`config.mk`:
```
export PLATFORM = sky130hd
export DESIGN_NAME = cbms_score
export DESIGN_NICKNAME = d
export VERILOG_FILES = /design/src/sv/cosine_best_match_search_assert.svh /design/src/sv/cbms_pkg.sv /design/src/sv/cbms_score.sv
export SDC_FILE = /design/constraint.sdc
export NUM_CORES = 2
export LEC_CHECK = 0
export BUFFER_PORTS_ARGS = -buffer_cell sky130_fd_sc_hd__buf_2
export CAP_MARGIN = 20
export CORE_ASPECT_RATIO = 1.25
export CORE_UTILIZATION = 44
export CTS_BUF_LIST = sky130_fd_sc_hd__clkbuf_16
export CTS_CLUSTER_SIZE = 10
export DETAILED_ROUTE_END_ITERATION = 8
export PLACE_DENSITY_LB_ADDON = 0.2
export REMOVE_ABC_BUFFERS = 1
export SETUP_SLACK_MARGIN = 0.02
export SLEW_MARGIN = 20
export SYNTH_ARGS = -nofsm -noshare
export SYNTH_HDL_FRONTEND = slang
export SYNTH_SLANG_ARGS = --single-unit
```
`constraint.sdc`:
```
create_clock -name clk -period 10.61 [get_ports clk]
set_input_delay 2.122 -clock clk [delete_from_list [all_inputs] [get_ports clk]]
set_output_delay 2.122 -clock clk [all_outputs]
set_load 0.1 [all_outputs]
```
`src/sv/cosine_best_match_search_assert.svh`:
```
// ---------------------------------------------------------------------------
// Assertion macros for the cosine best match search block
// Both macros sample on clk and are disabled while rst_n is low.
// ---------------------------------------------------------------------------
`ifndef COSINE_BEST_MATCH_SEARCH_ASSERT_SVH
`define COSINE_BEST_MATCH_SEARCH_ASSERT_SVH

// same-cycle implication
`define CBMS_ASSERT_IMP(label, ante, cons) \
    label: assert property (@(posedge clk) disable iff (!rst_n) (ante) |-> (cons)) \
        else $error("%m: same-cycle check failed");

// next-cycle implication
`define CBMS_ASSERT_NXT(label, ante, cons) \
    label: assert property (@(posedge clk) disable iff (!rst_n) (ante) |=> (cons)) \
        else $error("%m: next-cycle check failed");

`endif

```
`src/sv/cbms_pkg.sv`:
```
`timescale 1ns / 1ps
// ---------------------------------------------------------------------------
// cbms_pkg
// Widths and interface types shared by the search top level and score engine.
// ---------------------------------------------------------------------------
package cbms_pkg;

    localparam int MAX_DIM    = 512;
    localparam int DIM_W      = $clog2(MAX_DIM + 1);
    localparam int ADDR_W     = $clog2(MAX_DIM);
    localparam int CFG_W      = 10;
    localparam int INDEX_BITS = 24;
    localparam int ELEM_W     = 16;
    localparam int NORM_W     = 40;
    localparam int DOT_W      = 42;
    localparam int SCORE_W    = 16;

    localparam logic [CFG_W-1:0] DIM_RESET = 10'd384;

    // op field codes
    localparam logic OP_QUERY = 1'b0;
    localparam logic OP_DATA  = 1'b1;

    // squared Q15 scale: 2^30
    localparam int FRAC_W  = 2 * (SCORE_W - 1);
    localparam int MUL_W   = DOT_W;
    localparam int PROD_W  = 2 * MUL_W;
    localparam int P_W     = 2 * NORM_W;
    localparam int REM_W   = PROD_W + FRAC_W;
    localparam int DIV_W   = P_W + FRAC_W;
    localparam int QUO_W   = FRAC_W;
    localparam int ROOT_W  = SCORE_W - 1;
    localparam int CNT_W   = $clog2(MUL_W);

    typedef struct packed {
        logic                     start;
        logic signed [DOT_W-1:0]  dot;
        logic [NORM_W-1:0]        q_norm;
        logic [NORM_W-1:0]        d_norm;
    } score_req_t;

    typedef struct packed {
        logic                       busy;
        logic                       done;
        logic signed [SCORE_W-1:0]  score;
    } score_rsp_t;

endpackage

```
`src/sv/cbms_score.sv`:
```
`timescale 1ns / 1ps
// ---------------------------------------------------------------------------
// cbms_score
// Cosine score engine: trunc(32768*dot/sqrt(nq*nd)) clamped to Q1.15, built
// from a shift-add multiplier, a restoring divider and a bitwise square root.
// ---------------------------------------------------------------------------
module cbms_score (
    input  logic                   clk,
    input  logic                   rst_n,
    input  cbms_pkg::score_req_t   req,
    output cbms_pkg::score_rsp_t   rsp
);
    import cbms_pkg::*;

    localparam logic [2:0] E_IDLE = 3'd0;
    localparam logic [2:0] E_MULP = 3'd1;
    localparam logic [2:0] E_MULR = 3'd2;
    localparam logic [2:0] E_DIV  = 3'd3;
    localparam logic [2:0] E_SQRT = 3'd4;
    localparam logic [2:0] E_DONE = 3'd5;

    localparam int SH_W = $clog2(ROOT_W);

    logic [2:0]              state_reg, state_next;
    logic [CNT_W-1:0]        cnt_reg, cnt_next;
    logic [MUL_W-1:0]        mul_a_reg, mul_a_next;
    logic [MUL_W-1:0]        mul_b_reg, mul_b_next;
    logic [PROD_W-1:0]       acc_reg, acc_next;
    logic [P_W-1:0]          p_reg, p_next;
    logic [REM_W-1:0]        rem_reg, rem_next;
    logic [DIV_W-1:0]        d_reg, d_next;
    logic [QUO_W-1:0]        quo_reg, quo_next;
    logic [ROOT_W-1:0]       k_reg, k_next;
    logic                    neg_reg, neg_next;
    logic signed [SCORE_W-1:0] score_reg, score_next;

    logic [PROD_W-1:0]       mac;
    logic [MUL_W-1:0]        mag;
    logic                    ge;
    logic [REM_W-1:0]        rem_sub;
    logic [ROOT_W-1:0]       trial;
    logic [2*ROOT_W-1:0]     trial_sq;

    function automatic logic [SCORE_W-1:0] make_score(input logic sat,
                                                       input logic [ROOT_W-1:0] k,
                                                       input logic neg);
        logic [SCORE_W-1:0] m;
        m = sat ? {1'b1, {ROOT_W{1'b0}}} : {1'b0, k};
        if (neg)
            return ~m + 1'b1;
        else if (sat)
            return {1'b0, {ROOT_W{1'b1}}};
        else
            return m;
    endfunction

    // one shift-add step, multiplier bits MSB first
    assign mac = {acc_reg[PROD_W-2:0], 1'b0}
               + (mul_b_reg[MUL_W-1] ? PROD_W'(mul_a_reg) : {PROD_W{1'b0}});
    assign mag = req.dot[DOT_W-1] ? MUL_W'(-req.dot) : MUL_W'(req.dot);

    assign ge       = rem_reg >= REM_W'(d_reg);
    assign rem_sub  = rem_reg - REM_W'(d_reg);
    assign trial    = k_reg | (ROOT_W'(1) << cnt_reg[SH_W-1:0]);
    assign trial_sq = trial * trial;

    always_comb
    begin
        state_next = state_reg;
        cnt_next   = cnt_reg;
        mul_a_next = mul_a_reg;
        mul_b_next = mul_b_reg;
        acc_next   = acc_reg;
        p_next     = p_reg;
        rem_next   = rem_reg;
        d_next     = d_reg;
        quo_next   = quo_reg;
        k_next     = k_reg;
        neg_next   = neg_reg;
        score_next = score_reg;
        case (state_reg)
            E_IDLE:
            begin
                if (req.start)
                begin
                    mul_a_next = MUL_W'(req.q_norm);
                    mul_b_next = MUL_W'(req.d_norm);
                    acc_next   = '0;
                    cnt_next   = CNT_W'(MUL_W - 1);
                    neg_next   = req.dot[DOT_W-1];
                    // magnitude is parked in rem until the norm product is done
                    rem_next   = REM_W'(mag);
                    state_next = E_MULP;
                end
            end
            E_MULP:
            begin
                acc_next   = mac;
                mul_b_next = {mul_b_reg[MUL_W-2:0], 1'b0};
                cnt_next   = cnt_reg - 1'b1;
                if (cnt_reg == '0)
                begin
                    p_next     = mac[P_W-1:0];
                    mul_a_next = rem_reg[MUL_W-1:0];
                    mul_b_next = rem_reg[MUL_W-1:0];
                    acc_next   = '0;
                    cnt_next   = CNT_W'(MUL_W - 1);
                    state_next = E_MULR;
                end
            end
            E_MULR:
            begin
                acc_next   = mac;
                mul_b_next = {mul_b_reg[MUL_W-2:0], 1'b0};
                cnt_next   = cnt_reg - 1'b1;
                if (cnt_reg == '0)
                begin
                    rem_next   = {mac, {FRAC_W{1'b0}}};
                    d_next     = {p_reg, {FRAC_W{1'b0}}};
                    quo_next   = '0;
                    cnt_next   = CNT_W'(QUO_W);
                    state_next = E_DIV;
                end
            end
            E_DIV:
            begin
                d_next   = {1'b0, d_reg[DIV_W-1:1]};
                cnt_next = cnt_reg - 1'b1;
                if (cnt_reg == CNT_W'(QUO_W))
                begin
                    // quotient reaches 2^30: root saturates at full scale
                    if (ge)
                    begin
                        score_next = make_score(1'b1, '0, neg_reg);
                        state_next = E_DONE;
                    end
                end
                else
                begin
                    if (ge)
                        rem_next = rem_sub;
                    quo_next = {quo_reg[QUO_W-2:0], ge};
                    if (cnt_reg == '0)
                    begin
                        k_next     = '0;
                        cnt_next   = CNT_W'(ROOT_W - 1);
                        state_next = E_SQRT;
                    end
                end
            end
            E_SQRT:
            begin
                if (trial_sq <= quo_reg)
                    k_next = trial;
                cnt_next = cnt_reg - 1'b1;
                if (cnt_reg == '0)
                begin
                    score_next = make_score(1'b0, k_next, neg_reg);
                    state_next = E_DONE;
                end
            end
            E_DONE:
            begin
                state_next = E_IDLE;
            end
            default:
            begin
                state_next = E_IDLE;
            end
        endcase
    end

    always_ff @(posedge clk or negedge rst_n)
    begin
        if (!rst_n)
        begin
            state_reg <= E_IDLE;
            cnt_reg   <= '0;
        end
        else
        begin
            state_reg <= state_next;
            cnt_reg   <= cnt_next;
        end
    end

    always_ff @(posedge clk)
    begin
        mul_a_reg <= mul_a_next;
        mul_b_reg <= mul_b_next;
        acc_reg   <= acc_next;
        p_reg     <= p_next;
        rem_reg   <= rem_next;
        d_reg     <= d_next;
        quo_reg   <= quo_next;
        k_reg     <= k_next;
        neg_reg   <= neg_next;
        score_reg <= score_next;
    end

    assign rsp.busy  = (state_reg != E_IDLE);
    assign rsp.done  = (state_reg == E_DONE);
    assign rsp.score = score_reg;

endmodule

```
==> flow_summary.ini <==
[status]
status = finished clean

[worst_setup_path]
crit_type = register to register
required_ns = 10.99
end_kind = register
cp_slowest_stage_delay_ns = 0.56
cpMostUsedCell = fa_1
start_kind = register
crit_fanout = 7
worst_ep_arrival_time_ns = 10.38
cp_slowest_cell = fa_1

[power]
powerDensity_nw_per_um2 = 363
p_switching_mw = 7.52
pwr-share-comb_pct = 61.8
p_seq_share_pct = 25.1
p_sw_share_pct = 47.2
total_leakage_power_nw = 18.8
clkPwrFrac_pct = 13.1
ir_drop_mv = 0.214
internal_power_mw = 8.43
total_power_mw = 16.0

[job]
drv_cap = 0

[detailed_routing]
num_vias = 31345
wire_per_inst_microns = 20.9
firstDrtPassIters = 6
drt_iter0_drc = 2303
wl_microns = 115000
ant_nets = 0
drc = 0
drt-vias-per-instance = 5.66

[final_layout]
fin_nets = 4858
area_growth_pct = 10.2
largest_reg_flops = 114
regArea_sq_um = 16200
num-fill-cells = 8642
multi_input_area_sq_um = 21400
drive_gt1_share_pct = 8.19

[die]
num_rows = 123
io_pins = 143
dieHeight_microns = 339
die_w_microns = 271
start_util_pct = 44.4
core_area_sq_um = 89900
die-area_sq_um = 91800

[global_routing]
grt_pass1_vias = 31591
antenna_found_initial = 8
grt_max_degree = 94
overflow = 0
grt_pass1_wl_microns = 180000
groute.usage.overall_pct = 25.0

[sta]
setup_viol = 0
max-slew-margin-rel_pct = 29.7
hold_violations = 0
finClkSkew_ns = 0.0330
layout_min_cycle_time_ns = 10.00
tightest_slew_ns = 1.04
period_share_pct = 94.3
fmax_ghz = 0.100
final_max_slew_viol_count = 0
fin_ws_ns = 0.610

[logic_synthesis]
synth_top_family_by_area = compound AO/OA/AOI/OAI gates
syn_inst = 4230
synth_top_cell_by_area = edfxtp_1
synth_area_per_cell_sq_um = 9.43
ys_warn_count = 0
async_flop_share_pct = 1.66
synth.area.top_cells = edfxtp_1, ha_1, fa_1, nand2_1, inv_1
synth_xor_area_share_pct = 5.65
synthAdderAreaFrac_pct = 15.6
synth-simple-area-share_pct = 14.8
synth_edf_count = 533
synth_top_area_share_pct = 40.1
synth_compound_area_share_pct = 16.6
ys_seq_area_share_pct = 40.7
muxShareOfSynthArea_pct = 0.662
synthFlopType = edfxtp_1
synth_cell_types = 81
synth_area_sq_um = 39900
synth-seq-cells = 542

[clock_network]
cts_root_buffer = clkbuf_16
clk_pin_slew_worst_paths_ns = 0.06
cts_tree = yes
cts_sinks = 542
cts_setup_buffers = 0
h-tree-depth = 3
cts_buffers = 66
insertion_delay_ns = 0.63
cts_max_path_buffers = 3

[placement]
dpl_worst_slack_ns = -0.146
gp_congestion = 0.933
dp_hpwl_microns = 86900
numPortBuffers = 142

[worst_hold_path]
worstHoldPathType = register to register
routing by layer:
layer  part of all wire (%)  vias to the layer above  GRT usage (%)  routed length, microns
met5                  0.032                        -              0                      37
met4                    3.0                        6           7.95                    3500
met3                    4.9                      183           2.53                    5610
met2                     49                      829           43.0                   56300
met1                     43                    15289           33.0                   50100
li1                       -                    15038              -                       -
logic make-up after synthesis:
family / after synthesis
simple gates: 1307
buf+inv: 629
mux: 26
compound gates: 1056
flops: 542
xor+xnor: 257
fa+ha+maj: 413
power groups by stage:
| stage | combinational (mW) | clock [mW] | sequential [mW] |
|---|---|---|---|
| 6_report | 9.85 | 2.10 | 4.00 |
| 3_3_place_gp | 9.66 | 0 | 4.01 |
| 2_1_floorplan | 7.09 | 0 | 4.03 |
| 4_1_cts | 9.77 | 2.14 | 4.00 |
| 3_5_place_dp | 9.70 | 0 | 4.03 |
| 5_1_grt | 11.0 | 2.22 | 4.07 |
cell usage in the layout (no fill, tap or decap), types with 8 or more instances in the layout:
cell type    n
xnor2_1    150
mux2i_1     23
and3_1      35
nor2_1     417
a21oi_1    304
and4_1       8
buf_4       70
nand3_1     68
buf_2      142
a211oi_1    20
xor2_1     107
nor3_1      47
o31ai_1     28
clkbuf_16   68
fa_1       140
a31oi_1     16
a21o_1     140
or3_1       12
o21ai_0    232
o22ai_1     96
nor2b_1     25
nor4_1      14
nand2_1    454
inv_1      447
o211ai_1    16
o21bai_1    44
o21a_1      31
a21boi_0     9
and2_1      93
a22oi_1      8
or4_1        9
nand4_1     74
ha_1       271
edfxtp_1   533
o41ai_1     11
nand2b_1    20
area by class of cell:
class                   instances  share of cell area [%]
inverters                     438                    3.74
flip-flops and latches        542                    36.9
diodes                          1                 0.00569
well taps                    1187                    3.38
repair buffers                213                    2.84
multi-input cells            3059                    48.8
clock buffers                  68                    3.87
clock inverters                28                   0.470
cell usage after synthesis, types with 8 or more instances:
library cell and instances:
a22oi_1 8, clkbuf_1 172, o41ai_1 12, nor2b_1 27, a211oi_1 21, and3_1 35
o21bai_1 44, nor4_1 15, a21oi_1 310, a21boi_0 9, edfxtp_1 533, nand3_1 69
nand2b_1 21, inv_1 432, o21a_1 31, xor2_1 107, a21o_1 142, nor2_1 417
dfrtp_1 9, ha_1 273, nor3_1 49, or4_1 9, o31ai_1 30, o211ai_1 16
o22ai_1 96, or3_1 13, and4_1 8, nand2_1 457, nand4_1 74, mux2i_1 23
a31oi_1 17, o21ai_0 237, and2_1 93, fa_1 140, buf_2 12, xnor2_1 150
worst max-delay path, delay by kind of cell (launching register included):
| family | cells | cell delay [ns] |
|---|---|---|
| compound gates | 17 | 3.40 |
| xor+xnor | 1 | 0.11 |
| buf+inv | 6 | 0.53 |
| flops | 1 | 0.41 |
| simple gates | 7 | 0.95 |
| fa+ha+maj | 10 | 4.32 |
metrics by stage:
| step | hold slack, ns | area [sq um] | std cells | util [%] | TNS [ns] |
|---|---|---|---|---|---|
| 2_1_floorplan | 0.496 | 39100 | 4039 | - | -356.51 |
| 3_3_place_gp | 0.500 | 42000 | 5439 | 46.7 | 0 |
| 3_5_place_dp | 0.508 | 42000 | 5439 | 46.7 | -0.146 |
| 4_1_cts | 0.521 | 43900 | 5535 | 48.8 | 0 |
| 5_1_grt | 0.537 | 43900 | 5535 | 48.9 | -0.0276 |
| 6_report | 0.521 | 44000 | 5536 | 48.9 | 0 |
what timing repair did:
| item | CTS | global route |
|---|---|---|
| pin swaps | 0 | 2 |
| resized for setup | 4 | 19 |
| hold buffers | 0 | 0 |
| endpoints found under the setup margin | 2 | 12 |
final timing paths:
path	depth (start not counted)	end	startpoint	slack, ns
worst max-delay path	41	score_reg[14]	cnt_reg[0]	0.61
worst min-delay path	2	d_reg[99]	p_reg[69]	0.52
worst max register to register	41	score_reg[14]	cnt_reg[0]	0.61
worst min register to register	2	d_reg[99]	p_reg[69]	0.52
max in group asynchronous	1	state_reg[0]	rst_n	9.02
min in group asynchronous	1	state_reg[1]	rst_n	1.36
No activity file was read; power rests on OpenSTA's default activity.
